$ cat config.mk
export PLATFORM = sky130hd
export DESIGN_NAME = button_gesture_detector_flat
export DESIGN_NICKNAME = d
export VERILOG_FILES = /design/src/bgd_pkg.sv /design/src/bgd_if.sv /design/src/bgd_dp.sv /design/src/bgd_ctrl.sv /design/src/button_gesture_detector.sv /design/src/flat_wrapper.sv
export SDC_FILE = /design/constraint.sdc
export NUM_CORES = 2
export LEC_CHECK = 0
export BUFFER_PORTS_ARGS = -buffer_cell sky130_fd_sc_hd__buf_4
export CAP_MARGIN = 20
export CORE_ASPECT_RATIO = 0.8
export CORE_MARGIN = 4
export CORE_UTILIZATION = 60
export DETAILED_ROUTE_END_ITERATION = 12
export PLACE_DENSITY = 0.85
export SLEW_MARGIN = 15
export SYNTH_ARGS = -nofsm -noshare
export SYNTH_HDL_FRONTEND = slang
export SYNTH_HIERARCHICAL = 1
export SYNTH_SLANG_ARGS = --single-unit
export TNS_END_PERCENT = 20
$ cat constraint.sdc
create_clock -name clk_i -period 12.38 [get_ports clk_i]
set_input_delay 1.857 -clock clk_i [delete_from_list [all_inputs] [get_ports clk_i]]
set_output_delay 1.857 -clock clk_i [all_outputs]
set_load 0.02 [all_outputs]
$ cat src/bgd_pkg.sv
// package for the button gesture detector: sizes, request codes and the
// command and status structs shared by the controller and the datapath
// no dependencies
package bgd_pkg;

  localparam int NUM_BUTTONS  = 7;
  localparam int HISTORY_BITS = 32;
  localparam int SRC_BITS     = 7;
  localparam int HOLD_W       = 8;
  localparam int BTN_W        = 8;
  localparam int WIN_W        = 8;
  localparam int IDX_W        = (NUM_BUTTONS > 1) ? $clog2(NUM_BUTTONS) : 1;
  localparam int EXT_W        = (NUM_BUTTONS > SRC_BITS) ? NUM_BUTTONS : SRC_BITS;

  localparam logic [HOLD_W-1:0] HOLD_MAX = {HOLD_W{1'b1}};

  typedef logic [HISTORY_BITS-1:0] hist_t;
  typedef logic [SRC_BITS-1:0]     src_t;

  typedef enum logic [1:0] {
    REQ_TICK   = 2'd0,
    REQ_HOLD   = 2'd1,
    REQ_DOUBLE = 2'd2,
    REQ_CHORD  = 2'd3
  } req_e;

  // controller to datapath
  typedef struct packed {
    logic capture;
    logic tick;
    logic rd_first;
    logic rd_second;
    logic eval;
    logic load_out;
  } dp_cmd_t;

  // datapath to controller
  typedef struct packed {
    logic in_is_tick;
    logic is_chord;
  } dp_sts_t;

  // mask of the low w history bits, all ones once w reaches the width
  function automatic hist_t hist_mask(input logic [WIN_W-1:0] w);
    hist_t m;
    for (int j = 0; j < HISTORY_BITS; j++) begin
      m[j] = (j < int'(w));
    end
    return m;
  endfunction

endpackage

$ cat src/bgd_if.sv
// request and response channel interfaces of the button gesture detector
// depends on bgd_pkg
interface bgd_req_if;
  import bgd_pkg::*;

  logic                valid;
  logic                ready;
  logic [1:0]          req_type;
  logic [SRC_BITS-1:0] key_now;
  logic [SRC_BITS-1:0] pad_now;
  logic [BTN_W-1:0]    first_button;
  logic [BTN_W-1:0]    second_button;
  logic [WIN_W-1:0]    frame_window;

  modport source (
    output valid, req_type, key_now, pad_now, first_button, second_button, frame_window,
    input  ready
  );
  modport sink (
    input  valid, req_type, key_now, pad_now, first_button, second_button, frame_window,
    output ready
  );
endinterface

interface bgd_rsp_if;
  import bgd_pkg::*;

  logic                valid;
  logic                ready;
  logic                answer;
  logic                bad_request;
  logic [SRC_BITS-1:0] press_edges;
  logic [SRC_BITS-1:0] held_bits;

  modport source (
    output valid, answer, bad_request, press_edges, held_bits,
    input  ready
  );
  modport sink (
    input  valid, answer, bad_request, press_edges, held_bits,
    output ready
  );
endinterface

$ cat src/bgd_dp.sv
// datapath: button state (past samples, hold counters, tap and chord
// histories), captured request, operand registers, result and output registers
// depends on bgd_pkg
module bgd_dp import bgd_pkg::*; (
  input  logic                clk_i,
  input  logic                rst_ni,
  input  dp_cmd_t             cmd_i,
  output dp_sts_t             sts_o,
  input  logic [1:0]          req_type_i,
  input  logic [SRC_BITS-1:0] key_now_i,
  input  logic [SRC_BITS-1:0] pad_now_i,
  input  logic [BTN_W-1:0]    first_button_i,
  input  logic [BTN_W-1:0]    second_button_i,
  input  logic [WIN_W-1:0]    frame_window_i,
  output logic                answer_o,
  output logic                bad_request_o,
  output logic [SRC_BITS-1:0] press_edges_o,
  output logic [SRC_BITS-1:0] held_bits_o
);

  // button state
  src_t              key_past_q, pad_past_q;
  logic [HOLD_W-1:0] hold_q  [NUM_BUTTONS];
  hist_t             tap_q   [NUM_BUTTONS];
  hist_t             chord_q [NUM_BUTTONS];

  // captured request
  req_e              type_q;
  src_t              kn_q, pn_q;
  logic [BTN_W-1:0]  b1_q, b2_q;
  logic [WIN_W-1:0]  w_q;

  // operands and result
  hist_t             op1_q, op2_q;
  logic              res_ans_q, res_bad_q;
  src_t              res_edges_q, res_held_q;
  logic              out_ans_q, out_bad_q;
  src_t              out_edges_q, out_held_q;

  src_t              tick_edges, tick_held;
  logic [EXT_W-1:0]  edges_ext, held_ext;
  logic              b1_ok, b2_ok;
  logic [IDX_W-1:0]  idx1, idx2;
  hist_t             win_mask;
  logic              eval_bad, eval_ans;

  // press edge and held bits of the captured tick
  assign tick_edges = (kn_q & ~key_past_q) | (pn_q & ~pad_past_q);
  assign tick_held  = (kn_q & key_past_q) | (pn_q & pad_past_q);
  assign edges_ext  = EXT_W'(tick_edges);
  assign held_ext   = EXT_W'(tick_held);

  // button index range checks and safe read indexes
  assign b1_ok    = (b1_q < BTN_W'(NUM_BUTTONS));
  assign b2_ok    = (b2_q < BTN_W'(NUM_BUTTONS));
  assign idx1     = b1_ok ? b1_q[IDX_W-1:0] : '0;
  assign idx2     = b2_ok ? b2_q[IDX_W-1:0] : '0;
  assign win_mask = hist_mask(w_q);

  // argument check and answer of the query
  always_comb begin
    eval_bad = 1'b0;
    eval_ans = 1'b0;
    case (type_q)
      REQ_HOLD: begin
        eval_bad = !b1_ok || (w_q == '0);
        eval_ans = (hold_q[idx1] >= w_q);
      end
      REQ_DOUBLE: begin
        eval_bad = !b1_ok || (w_q < WIN_W'(2)) || (w_q >= WIN_W'(HISTORY_BITS));
        eval_ans = |(op1_q & (op1_q - hist_t'(1)));
      end
      REQ_CHORD: begin
        eval_bad = !b1_ok || !b2_ok || (b1_q == b2_q) || (w_q == '0) ||
                   (w_q > WIN_W'(HISTORY_BITS));
        eval_ans = (|op1_q) && (|op2_q);
      end
      default: begin
        eval_bad = 1'b0;
        eval_ans = 1'b0;
      end
    endcase
    if (eval_bad) begin
      eval_ans = 1'b0;
    end
  end

  // ticks update button state; successful double/chord queries clear history
  always_ff @(posedge clk_i or negedge rst_ni) begin
    if (!rst_ni) begin
      key_past_q <= '0;
      pad_past_q <= '0;
      for (int i = 0; i < NUM_BUTTONS; i++) begin
        hold_q[i]  <= '0;
        tap_q[i]   <= '0;
        chord_q[i] <= '0;
      end
    end else if (cmd_i.tick) begin
      key_past_q <= kn_q;
      pad_past_q <= pn_q;
      for (int i = 0; i < NUM_BUTTONS; i++) begin
        tap_q[i]   <= {tap_q[i][HISTORY_BITS-2:0], edges_ext[i]};
        chord_q[i] <= {chord_q[i][HISTORY_BITS-2:0], edges_ext[i]};
        if (held_ext[i]) begin
          if (hold_q[i] != HOLD_MAX) begin
            hold_q[i] <= hold_q[i] + HOLD_W'(1);
          end
        end else begin
          hold_q[i] <= '0;
        end
      end
    end else if (cmd_i.eval && eval_ans) begin
      if (type_q == REQ_DOUBLE) begin
        tap_q[idx1] <= '0;
      end else if (type_q == REQ_CHORD) begin
        chord_q[idx1] <= '0;
        chord_q[idx2] <= '0;
      end
    end
  end

  // request capture, operand reads and result registers
  always_ff @(posedge clk_i) begin
    if (cmd_i.capture) begin
      type_q <= req_e'(req_type_i);
      kn_q   <= key_now_i;
      pn_q   <= pad_now_i;
      b1_q   <= first_button_i;
      b2_q   <= second_button_i;
      w_q    <= frame_window_i;
    end
    if (cmd_i.rd_first) begin
      op1_q <= ((type_q == REQ_DOUBLE) ? tap_q[idx1] : chord_q[idx1]) & win_mask;
    end
    if (cmd_i.rd_second) begin
      op2_q <= chord_q[idx2] & win_mask;
    end
    if (cmd_i.tick) begin
      res_ans_q   <= 1'b0;
      res_bad_q   <= 1'b0;
      res_edges_q <= tick_edges;
      res_held_q  <= tick_held;
    end else if (cmd_i.eval) begin
      res_ans_q   <= eval_ans;
      res_bad_q   <= eval_bad;
      res_edges_q <= '0;
      res_held_q  <= '0;
    end
    if (cmd_i.load_out) begin
      out_ans_q   <= res_ans_q;
      out_bad_q   <= res_bad_q;
      out_edges_q <= res_edges_q;
      out_held_q  <= res_held_q;
    end
  end

  assign sts_o.in_is_tick = (req_e'(req_type_i) == REQ_TICK);
  assign sts_o.is_chord   = (type_q == REQ_CHORD);

  assign answer_o      = out_ans_q;
  assign bad_request_o = out_bad_q;
  assign press_edges_o = out_edges_q;
  assign held_bits_o   = out_held_q;

endmodule

$ cat src/bgd_ctrl.sv
// controller: sequences capture, tick update or query reads and evaluation,
// and owns the handshakes and the output slot
// depends on bgd_pkg
module bgd_ctrl import bgd_pkg::*; (
  input  logic    clk_i,
  input  logic    rst_ni,
  input  logic    in_valid_i,
  output logic    in_ready_o,
  output logic    out_valid_o,
  input  logic    out_ready_i,
  input  dp_sts_t sts_i,
  output dp_cmd_t cmd_o
);

  typedef enum logic [2:0] {
    S_IDLE,
    S_TICK,
    S_RD1,
    S_RD2,
    S_EVAL,
    S_RESULT
  } state_e;

  state_e state_q, state_d;
  logic   out_valid_q, out_valid_d;

  // next state and datapath commands
  always_comb begin
    state_d     = state_q;
    cmd_o       = '0;
    out_valid_d = out_valid_q;
    if (out_valid_q && out_ready_i) begin
      out_valid_d = 1'b0;
    end
    case (state_q)
      S_IDLE: begin
        if (in_valid_i) begin
          cmd_o.capture = 1'b1;
          state_d = sts_i.in_is_tick ? S_TICK : S_RD1;
        end
      end
      S_TICK: begin
        cmd_o.tick = 1'b1;
        state_d = S_RESULT;
      end
      S_RD1: begin
        cmd_o.rd_first = 1'b1;
        state_d = sts_i.is_chord ? S_RD2 : S_EVAL;
      end
      S_RD2: begin
        cmd_o.rd_second = 1'b1;
        state_d = S_EVAL;
      end
      S_EVAL: begin
        cmd_o.eval = 1'b1;
        state_d = S_RESULT;
      end
      S_RESULT: begin
        // wait for a free output slot
        if (!out_valid_q || out_ready_i) begin
          cmd_o.load_out = 1'b1;
          out_valid_d = 1'b1;
          state_d = S_IDLE;
        end
      end
      default: begin
        state_d = S_IDLE;
      end
    endcase
  end

  always_ff @(posedge clk_i or negedge rst_ni) begin
    if (!rst_ni) begin
      state_q     <= S_IDLE;
      out_valid_q <= 1'b0;
    end else begin
      state_q     <= state_d;
      out_valid_q <= out_valid_d;
    end
  end

  assign in_ready_o  = (state_q == S_IDLE);
  assign out_valid_o = out_valid_q;

endmodule

$ cat src/button_gesture_detector.sv
// top level of the button gesture detector: controller plus datapath
// depends on bgd_pkg, bgd_if, bgd_ctrl, bgd_dp
//
//   channel | direction | carries
//   --------+-----------+-------------------------------------------------
//   req_i   | in        | req_type, key_now, pad_now, buttons, frame_window
//   rsp_o   | out       | answer, bad_request, press_edges, held_bits
//
// one transaction is handled at a time; every request gives one response
// a tick passes through the capture, tick update and result states; a query
// through capture, one register read per button index, evaluation and result
// (the result state waits for a free slot, then fills the output register)
// the output register holds one response while the next request is taken
// reset clears all button state at once; no warm-up pass
module button_gesture_detector import bgd_pkg::*; (
  input  logic     clk_i,
  input  logic     rst_ni,
  bgd_req_if.sink  req_i,
  bgd_rsp_if.source rsp_o
);

  dp_cmd_t dp_cmd;
  dp_sts_t dp_sts;

  bgd_ctrl u_ctrl (
    .clk_i       (clk_i),
    .rst_ni      (rst_ni),
    .in_valid_i  (req_i.valid),
    .in_ready_o  (req_i.ready),
    .out_valid_o (rsp_o.valid),
    .out_ready_i (rsp_o.ready),
    .sts_i       (dp_sts),
    .cmd_o       (dp_cmd)
  );

  bgd_dp u_dp (
    .clk_i           (clk_i),
    .rst_ni          (rst_ni),
    .cmd_i           (dp_cmd),
    .sts_o           (dp_sts),
    .req_type_i      (req_i.req_type),
    .key_now_i       (req_i.key_now),
    .pad_now_i       (req_i.pad_now),
    .first_button_i  (req_i.first_button),
    .second_button_i (req_i.second_button),
    .frame_window_i  (req_i.frame_window),
    .answer_o        (rsp_o.answer),
    .bad_request_o   (rsp_o.bad_request),
    .press_edges_o   (rsp_o.press_edges),
    .held_bits_o     (rsp_o.held_bits)
  );

endmodule

$ cat src/flat_wrapper.sv
// flat-port wrapper written by rule: the top's interface ports become plain ports
module button_gesture_detector_flat import bgd_pkg::*;
  (clk_i, rst_ni, req_i_valid, req_i_req_type, req_i_key_now, req_i_pad_now, req_i_first_button, req_i_second_button, req_i_frame_window, req_i_ready, rsp_o_valid, rsp_o_answer, rsp_o_bad_request, rsp_o_press_edges, rsp_o_held_bits, rsp_o_ready);
  bgd_req_if req_i_i ();
  bgd_rsp_if rsp_o_i ();
  input  logic clk_i;
  input  logic rst_ni;
  input wire logic [$bits(req_i_i.valid)-1:0] req_i_valid;
  input wire logic [$bits(req_i_i.req_type)-1:0] req_i_req_type;
  input wire logic [$bits(req_i_i.key_now)-1:0] req_i_key_now;
  input wire logic [$bits(req_i_i.pad_now)-1:0] req_i_pad_now;
  input wire logic [$bits(req_i_i.first_button)-1:0] req_i_first_button;
  input wire logic [$bits(req_i_i.second_button)-1:0] req_i_second_button;
  input wire logic [$bits(req_i_i.frame_window)-1:0] req_i_frame_window;
  output wire logic [$bits(req_i_i.ready)-1:0] req_i_ready;
  output wire logic [$bits(rsp_o_i.valid)-1:0] rsp_o_valid;
  output wire logic [$bits(rsp_o_i.answer)-1:0] rsp_o_answer;
  output wire logic [$bits(rsp_o_i.bad_request)-1:0] rsp_o_bad_request;
  output wire logic [$bits(rsp_o_i.press_edges)-1:0] rsp_o_press_edges;
  output wire logic [$bits(rsp_o_i.held_bits)-1:0] rsp_o_held_bits;
  input wire logic [$bits(rsp_o_i.ready)-1:0] rsp_o_ready;
  assign req_i_i.valid = req_i_valid;
  assign req_i_i.req_type = req_i_req_type;
  assign req_i_i.key_now = req_i_key_now;
  assign req_i_i.pad_now = req_i_pad_now;
  assign req_i_i.first_button = req_i_first_button;
  assign req_i_i.second_button = req_i_second_button;
  assign req_i_i.frame_window = req_i_frame_window;
  assign req_i_ready = req_i_i.ready;
  assign rsp_o_valid = rsp_o_i.valid;
  assign rsp_o_answer = rsp_o_i.answer;
  assign rsp_o_bad_request = rsp_o_i.bad_request;
  assign rsp_o_press_edges = rsp_o_i.press_edges;
  assign rsp_o_held_bits = rsp_o_i.held_bits;
  assign rsp_o_i.ready = rsp_o_ready;
  button_gesture_detector u_core (.clk_i(clk_i), .rst_ni(rst_ni), .req_i(req_i_i), .rsp_o(rsp_o_i));
endmodule
# Word level (Yosys, flattened, before mapping)
# Index checks and enable logic that the tools add are counted.
dict set report totals {
  output_inout_bits 18
  regBits 658
  inputBits 44
}
dict set report op_classes {
  n_eq_ne 26
  magnitude_cmp 42
  mux 62
  reduce_logical 37
  addsub 8
  n_bitwise 18
}
# cell n
set op_table {}
lappend op_table {{2-to-1 mux 224 bit} 7}
lappend op_table {{AND 224 bit} 3}
lappend op_table {{inverter 224 bit} 2}
lappend op_table {{binary-select mux 32 bit (select 3 bit)} 3}
lappend op_table {{2-to-1 mux 32 bit} 9}
lappend op_table {{demux 32 bit (select 3 bit)} 2}
lappend op_table {{< comparator 5 x 8 -> 1 bit, first input constant} 16}
lappend op_table {{2-to-1 mux 8 bit} 16}
lappend op_table {{AND 32 bit} 3}
lappend op_table {{OR reduction 32 bit} 3}
lappend op_table {{< comparator 4 x 8 -> 1 bit, first input constant} 8}
lappend op_table {{adder 8 x 1 -> 8 bit, second input constant} 7}
lappend op_table {{!= test 8 bit, second input constant} 7}
lappend op_table {{< comparator 3 x 8 -> 1 bit, first input constant} 4}
lappend op_table {{subtractor 32 x 1 -> 32 bit, second input constant} 1}
lappend op_table {{AND 7 bit} 4}
lappend op_table {{binary-select mux 8 bit (select 3 bit)} 1}
lappend op_table {{2-to-1 mux 7 bit} 3}
lappend op_table {{AND reduction 2 bit} 9}
lappend op_table {{< comparator 1 x 8 -> 1 bit, first input constant} 2}
lappend op_table {{< comparator 2 x 8 -> 1 bit, first input constant} 2}
lappend op_table {{< comparator 8 x 3 -> 1 bit, second input constant} 2}
lappend op_table {{!= test 2 x 1 -> 1 bit, second input constant} 8}
lappend op_table {{2-to-1 mux 3 bit} 5}
lappend op_table {{29 further kinds} 66}

# Depth between registers and ports, before layout
dict set report logic_depth {
  depth_word 14
  depth_mapped 18
  ltp_nobuf 14
}

# Hierarchy
# The synthesis kept the hierarchy.
# mod n_inst seq_area_each_um2 area_per_inst_um2 cells_each
set by_module_without_submodules {}
lappend by_module_without_submodules {bgd_dp 1 17026.3 30575.6 2700}
lappend by_module_without_submodules {bgd_ctrl 1 100.1 259.0 27}

# Least setup slack after synthesis
# Ideal clock, no wire load.
dict set report synth_timing {
  path_type {reg2reg}
  start {register u_core.u_dp.b1_q[4]}
  end {register u_core/u_dp/tap_q[161] in the netlist's numbering}
  setup_slack_ns 7.649
  required_ns 12.307
  stages_incl_launch_ff 17
  n_path_buf 4
  synth_period_minus_slack_ns 4.731
  t_arrival_ns 4.658
  cell_sequence {edfxtp_1 > nor4_1 > and2_1 > or4b_2 > clkbuf_1 > clkbuf_1 > clkbuf_1 > nor2_1 > nor3_1 > ha_1 > a21o_1 > a2111oi_0 > a2111oi_0 > a211oi_2 > a311oi_4 > buf_4 > nor2_1}
}
dict set report synth_via {
  elab_chain_cells 12
  elab_cells_between_ends 32
  cone_classes {order compare: 4; eq/ne: 1; mux: 12; bitwise: 3; reduce/logical: 12}
}
# element line
set synth_rtl {}
lappend synth_rtl {{from (decl)} bgd_dp.sv:30} ;# logic [BTN_W-1:0] b1_q, b2_q;
lappend synth_rtl {{from (signal assigned)} bgd_dp.sv:128} ;# b1_q <= first_button_i;
lappend synth_rtl {{< comparator 8 x 3 -> 1 bit} bgd_dp.sv:54} ;# assign b1_ok = (b1_q < BTN_W'(NUM_BUTTONS));
lappend synth_rtl {{2-to-1 mux 3 bit} bgd_dp.sv:56} ;# assign idx1 = b1_ok ? b1_q[IDX_W-1:0] : '0;
lappend synth_rtl {{inverter 3 -> 4 bit (not written as such)} {bgd_dp.sv:67, bgd_dp.sv:114}}
lappend synth_rtl {{binary-select mux 8 bit (select 3 bit), or another cell as far along} bgd_dp.sv:67} ;# eval_ans = (hold_q[idx1] >= w_q);
lappend synth_rtl {{2-to-1 mux 8 bit (not written as such) / logical AND 1 bit (equally long branches)} {bgd_dp.sv:67, bgd_dp.sv:114}}
lappend synth_rtl {{2-to-1 mux 8 bit (not written as such) / 2-to-1 mux 32 bit (equally long branches)} {bgd_dp.sv:67, bgd_dp.sv:114}}
lappend synth_rtl {{>= comparator 8 bit / demux 32 bit (select 3 bit) (equally long branches)} {bgd_dp.sv:67, bgd_dp.sv:114}}
lappend synth_rtl {{case mux 1 bit (3 select lines) / inverter 224 bit (equally long branches)} n/a}
lappend synth_rtl {{2-to-1 mux 1 bit / AND 224 bit (equally long branches)} n/a}
lappend synth_rtl {{logical AND 1 bit / 2-to-1 mux 224 bit (equally long branches)} {bgd_dp.sv:112, bgd_dp.sv:113}}
lappend synth_rtl {{nonzero test 2 bit (no source line) / 2-to-1 mux 224 bit (equally long branches)} n/a}
lappend synth_rtl {{AND reduction 2 bit (no source line) / 2-to-1 mux 224 bit (equally long branches)} n/a}
lappend synth_rtl {{to (signal, indexed assignment)} bgd_dp.sv:102} ;# tap_q[i] <= {tap_q[i][HISTORY_BITS-2:0], edges_ext[i]};
lappend synth_rtl {{to (decl)} bgd_dp.sv:24} ;# hist_t tap_q [NUM_BUTTONS];
# Parallel ways exist; a longest one is shown, timed or not. The select of a mux whose other input is x is not followed.
# A chain may end at the register's enable or synchronous reset.

# Worst setup path in the final report
dict set report layout_timing {
  start {register u_core.u_dp.b1_q[4]}
  end {register u_core/u_dp/tap_q[200] in the netlist's numbering}
}
# Same word-level chain as after synthesis.

==> results.json <==
{
  "status": "complete, no violations",
  "fin_nets": 2748,
  "clockBufferDepth": 3,
  "grt_max_degree": 178,
  "ys_types": 79,
  "dp_cells": 3308,
  "grt-ovfl-total": 0,
  "ys_seq_area_share_pct": 55.5,
  "syn_inst": 2727,
  "crit_arrival_ps": 5800,
  "p_int_w": 0.00448,
  "cts_tree": "yes",
  "routed_via_density": 7.29,
  "yosys_warnings": 6,
  "clkPwrFrac_pct": 27.9,
  "max_stage_delay_ps": 840,
  "cap_viol_max_count": 0,
  "synthSimpleGateAreaFrac_pct": 12.4,
  "synth_fa_ha_area_share_pct": 0.641,
  "final_layout_size_suffix_gt1_share_pct": 11.4,
  "yosys_register_bits": 658,
  "slew_headroom_pct": 24.4,
  "clock-sinks": 658,
  "hold_viol_final": 0,
  "p_seq_share_pct": 45.9,
  "cts.clk_slew.worst_paths_ps": 70,
  "antenna_cells": 0,
  "ant_nets": 0,
  "gp_congestion": 0.980,
  "crit_family": "compound AO/OA/AOI/OAI gates",
  "io_buffers": 61,
  "setup_viol": 0,
  "antenna_found_initial": 2,
  "post-route-drc-count": 0,
  "syn_nets": 2786,
  "crit_slowest_cell": "a31oi_4",
  "die_area_mm2": 0.0551,
  "firstDrtPassIters": 9,
  "fmax_ghz": 0.187,
  "start_util_pct": 60.6,
  "final_cell_count_no_fill": 3425,
  "hold_class": "reg2reg",
  "syn_avg_cell_area_um2": 11.3,
  "dieWidth_um": 261,
  "fin_skew_ps": 41.6,
  "crit_chain": "nor4_1 > and2_1 > and3_2 > buf_4 > o22ai_1 > nor3_1 > ha_1 > and4_1 > a2111oi_0 > a2111oi_0 > a211oi_2 > buf_4 > a31oi_4 > nor2_1",
  "n_fill_cell": 3585,
  "synth_compound_area_share_pct": 19.2,
  "synth_flop_cell": "dfrtp_1",
  "die_h_um": 211,
  "syn_to_final_growth_pct": 9.71,
  "rows": 74,
  "maxSlewViolCount": 0,
  "powerDensity_mw_per_mm2": 202,
  "worstMarginPinSlew_ps": 1130,
  "dr_total_vias": 25000,
  "synth_top_area_cell": "dfrtp_1",
  "grt_pass1_vias": 24800,
  "initialDrtViolationCount": 4101,
  "startpoint_type": "register",
  "htreeDepth": 2,
  "async_flop_share_pct": 79.3,
  "track_usage_pct": 32.9,
  "synth.most_common_cell": "dfrtp_1",
  "grt_pass1_wl_um": 142000,
  "muxShareOfSynthArea_pct": 8.14,
  "pin_count": 62,
  "wl_per_cell_um": 26.9,
  "postLayoutSetupSlackWorst_ps": 7030,
  "synth_top_family_by_area": "compound AO/OA/AOI/OAI gates",
  "cts-resized-gates": 0,
  "synthXorXnorAreaFrac_pct": 0.994,
  "worstPathMaxFanout": 73,
  "route.final.wire_length_um": 92300,
  "synth_common_cells": "dfrtp_1, nor2_1, mux2i_1",
  "min_period_ps": 5350,
  "syn_area_mm2": 0.0308,
  "yosysTopAreaCellShare_pct": 42.4,
  "p_switching_w": 0.00237,
  "p_sw_share_pct": 34.6,
  "clk_latency_ps": 650,
  "worstPathRequired_ps": 12830,
  "synthTopCellsByArea": "dfrtp_1, edfxtp_1, mux2i_1, a22o_1, nor2_1",
  "cts_setup_buffers": 0,
  "tns_ps": 0,
  "end_kind": "register",
  "rsz0062_at_grt": "no",
  "coreArea_mm2": 0.0509,
  "combPwrFrac_pct": 26.2,
  "cts_buffers": 60,
  "crit_buf_inv": 2,
  "cts_hold_buf": 0,
  "finalCritPeriodShare_pct": 43.2,
  "irDropWorstVdd_mv": 0.178,
  "place_ws_ps": 7250,
  "ctsRootBufferMaster": "clkbuf_16",
  "leakagePower_nw": 14.7,
  "dp_hpwl_um": 57400,
  "synth_edf_count": 134,
  "worst-setup-path-type": "reg2reg"
}
==> cell type report <==
class | count | area, um^2 | area share [%]
flip-flops and latches | 658 | 17100 | 50.6
repair buffers | 113 | 898 | 2.66
multi-input cells | 1836 | 12800 | 38.0
well taps | 684 | 856 | 2.53
clock inverters | 19 | 156 | 0.462
inverters | 20 | 75.1 | 0.222
clock buffers | 95 | 1880 | 5.54
==> placed cells by master (no fill, tap or decap), types with 22 or more instances in the layout <==
cell type  instances
a31oi_1           26
a222oi_1          30
dfrtp_1          522
buf_4            105
nand3_1           26
a22o_1           223
clkbuf_16         62
nor3_1            22
mux2i_1          225
nand2_1           66
o221ai_1          64
or2_2             31
or4_1             40
a22oi_1           58
mux2_2            23
a21oi_1           74
o21ai_0           41
o22ai_1          136
nor2b_1           74
edfxtp_1         134
nor2_1           370
nor4_1            36
==> sequential cells by signal (all words and copies together), names as in the netlist, 8 cells and up <==
| register | flops |
|---|---|
| u_core/u_dp/tap_q | 224 |
| u_core/u_dp/op1_q | 32 |
| u_core/u_dp/b1_q | 8 |
| u_core/u_dp/hold_q | 56 |
| u_core/u_dp/b2_q | 8 |
| u_core/u_dp/chord_q | 224 |
| u_core/u_dp/op2_q | 32 |
| u_core/u_dp/w_q | 8 |
==> cells by family after synthesis <==
kind of cell / after synthesis
xor gates and xnor gates: 35
and+or+nand+nor: 772
AOI/OAI and AO/OA: 765
adders and majority gates: 16
DFF: 658
muxes: 248
buffers and inverters: 233
==> per-stage QoR <==
step                      util [%]  hold slack (ps)  instance area, um^2  total power, W
final                         66.4              414                33800         0.00685
after global routing          66.4              428                33800         0.00711
after CTS                     66.4              413                33800         0.00679
after detailed placement      62.4              405                31800         0.00489
after global placement        62.4              404                31800         0.00479
after floorplan                  -              400                30800         0.00428
==> power by group through the flow <==
stage                     clock network (W)  registers, W  logic, W
after floorplan                           0       0.00301   0.00127
after global placement                    0       0.00313   0.00166
after detailed placement                  0       0.00315   0.00173
after CTS                           0.00192       0.00312   0.00175
after global routing                0.00201       0.00319   0.00191
final                               0.00191       0.00314   0.00179
==> path summary, 6_finish.rpt <==
check | from | depth (start not counted) | end | slack, ps
min | u_core/u_dp/res_edges_q[1]$_SDFFCE_PN0P_ | 0 | u_core/u_dp/press_edges_o[1]$_DFFE_PP_ | 410
max in group asynchronous | rst_ni | 2 | u_core/u_dp/chord_q[41]$_DFFE_PN0P_ | 9430
max | u_core/u_dp/b1_q[4]$_DFFE_PP_ | 14 | u_core/u_dp/tap_q[200]$_DFFE_PN0P_ | 7030
min reg2reg | u_core/u_dp/res_edges_q[1]$_SDFFCE_PN0P_ | 0 | u_core/u_dp/press_edges_o[1]$_DFFE_PP_ | 410
min in group asynchronous | rst_ni | 1 | u_core/u_ctrl/state_q[1]$_DFFE_PN0P_ | 1290
max reg2reg | u_core/u_dp/b1_q[4]$_DFFE_PP_ | 14 | u_core/u_dp/tap_q[200]$_DFFE_PN0P_ | 7030
==> layer usage <==
metal	wire length [um]	GRT usage, %	vias up
met3	13100	11.6	398
met2	39800	48.0	1909
li1	-	-	10300
met4	3910	12.8	2
met1	35500	45.6	12300
met5	13	0	-
(Power assumes the default switching activity.)
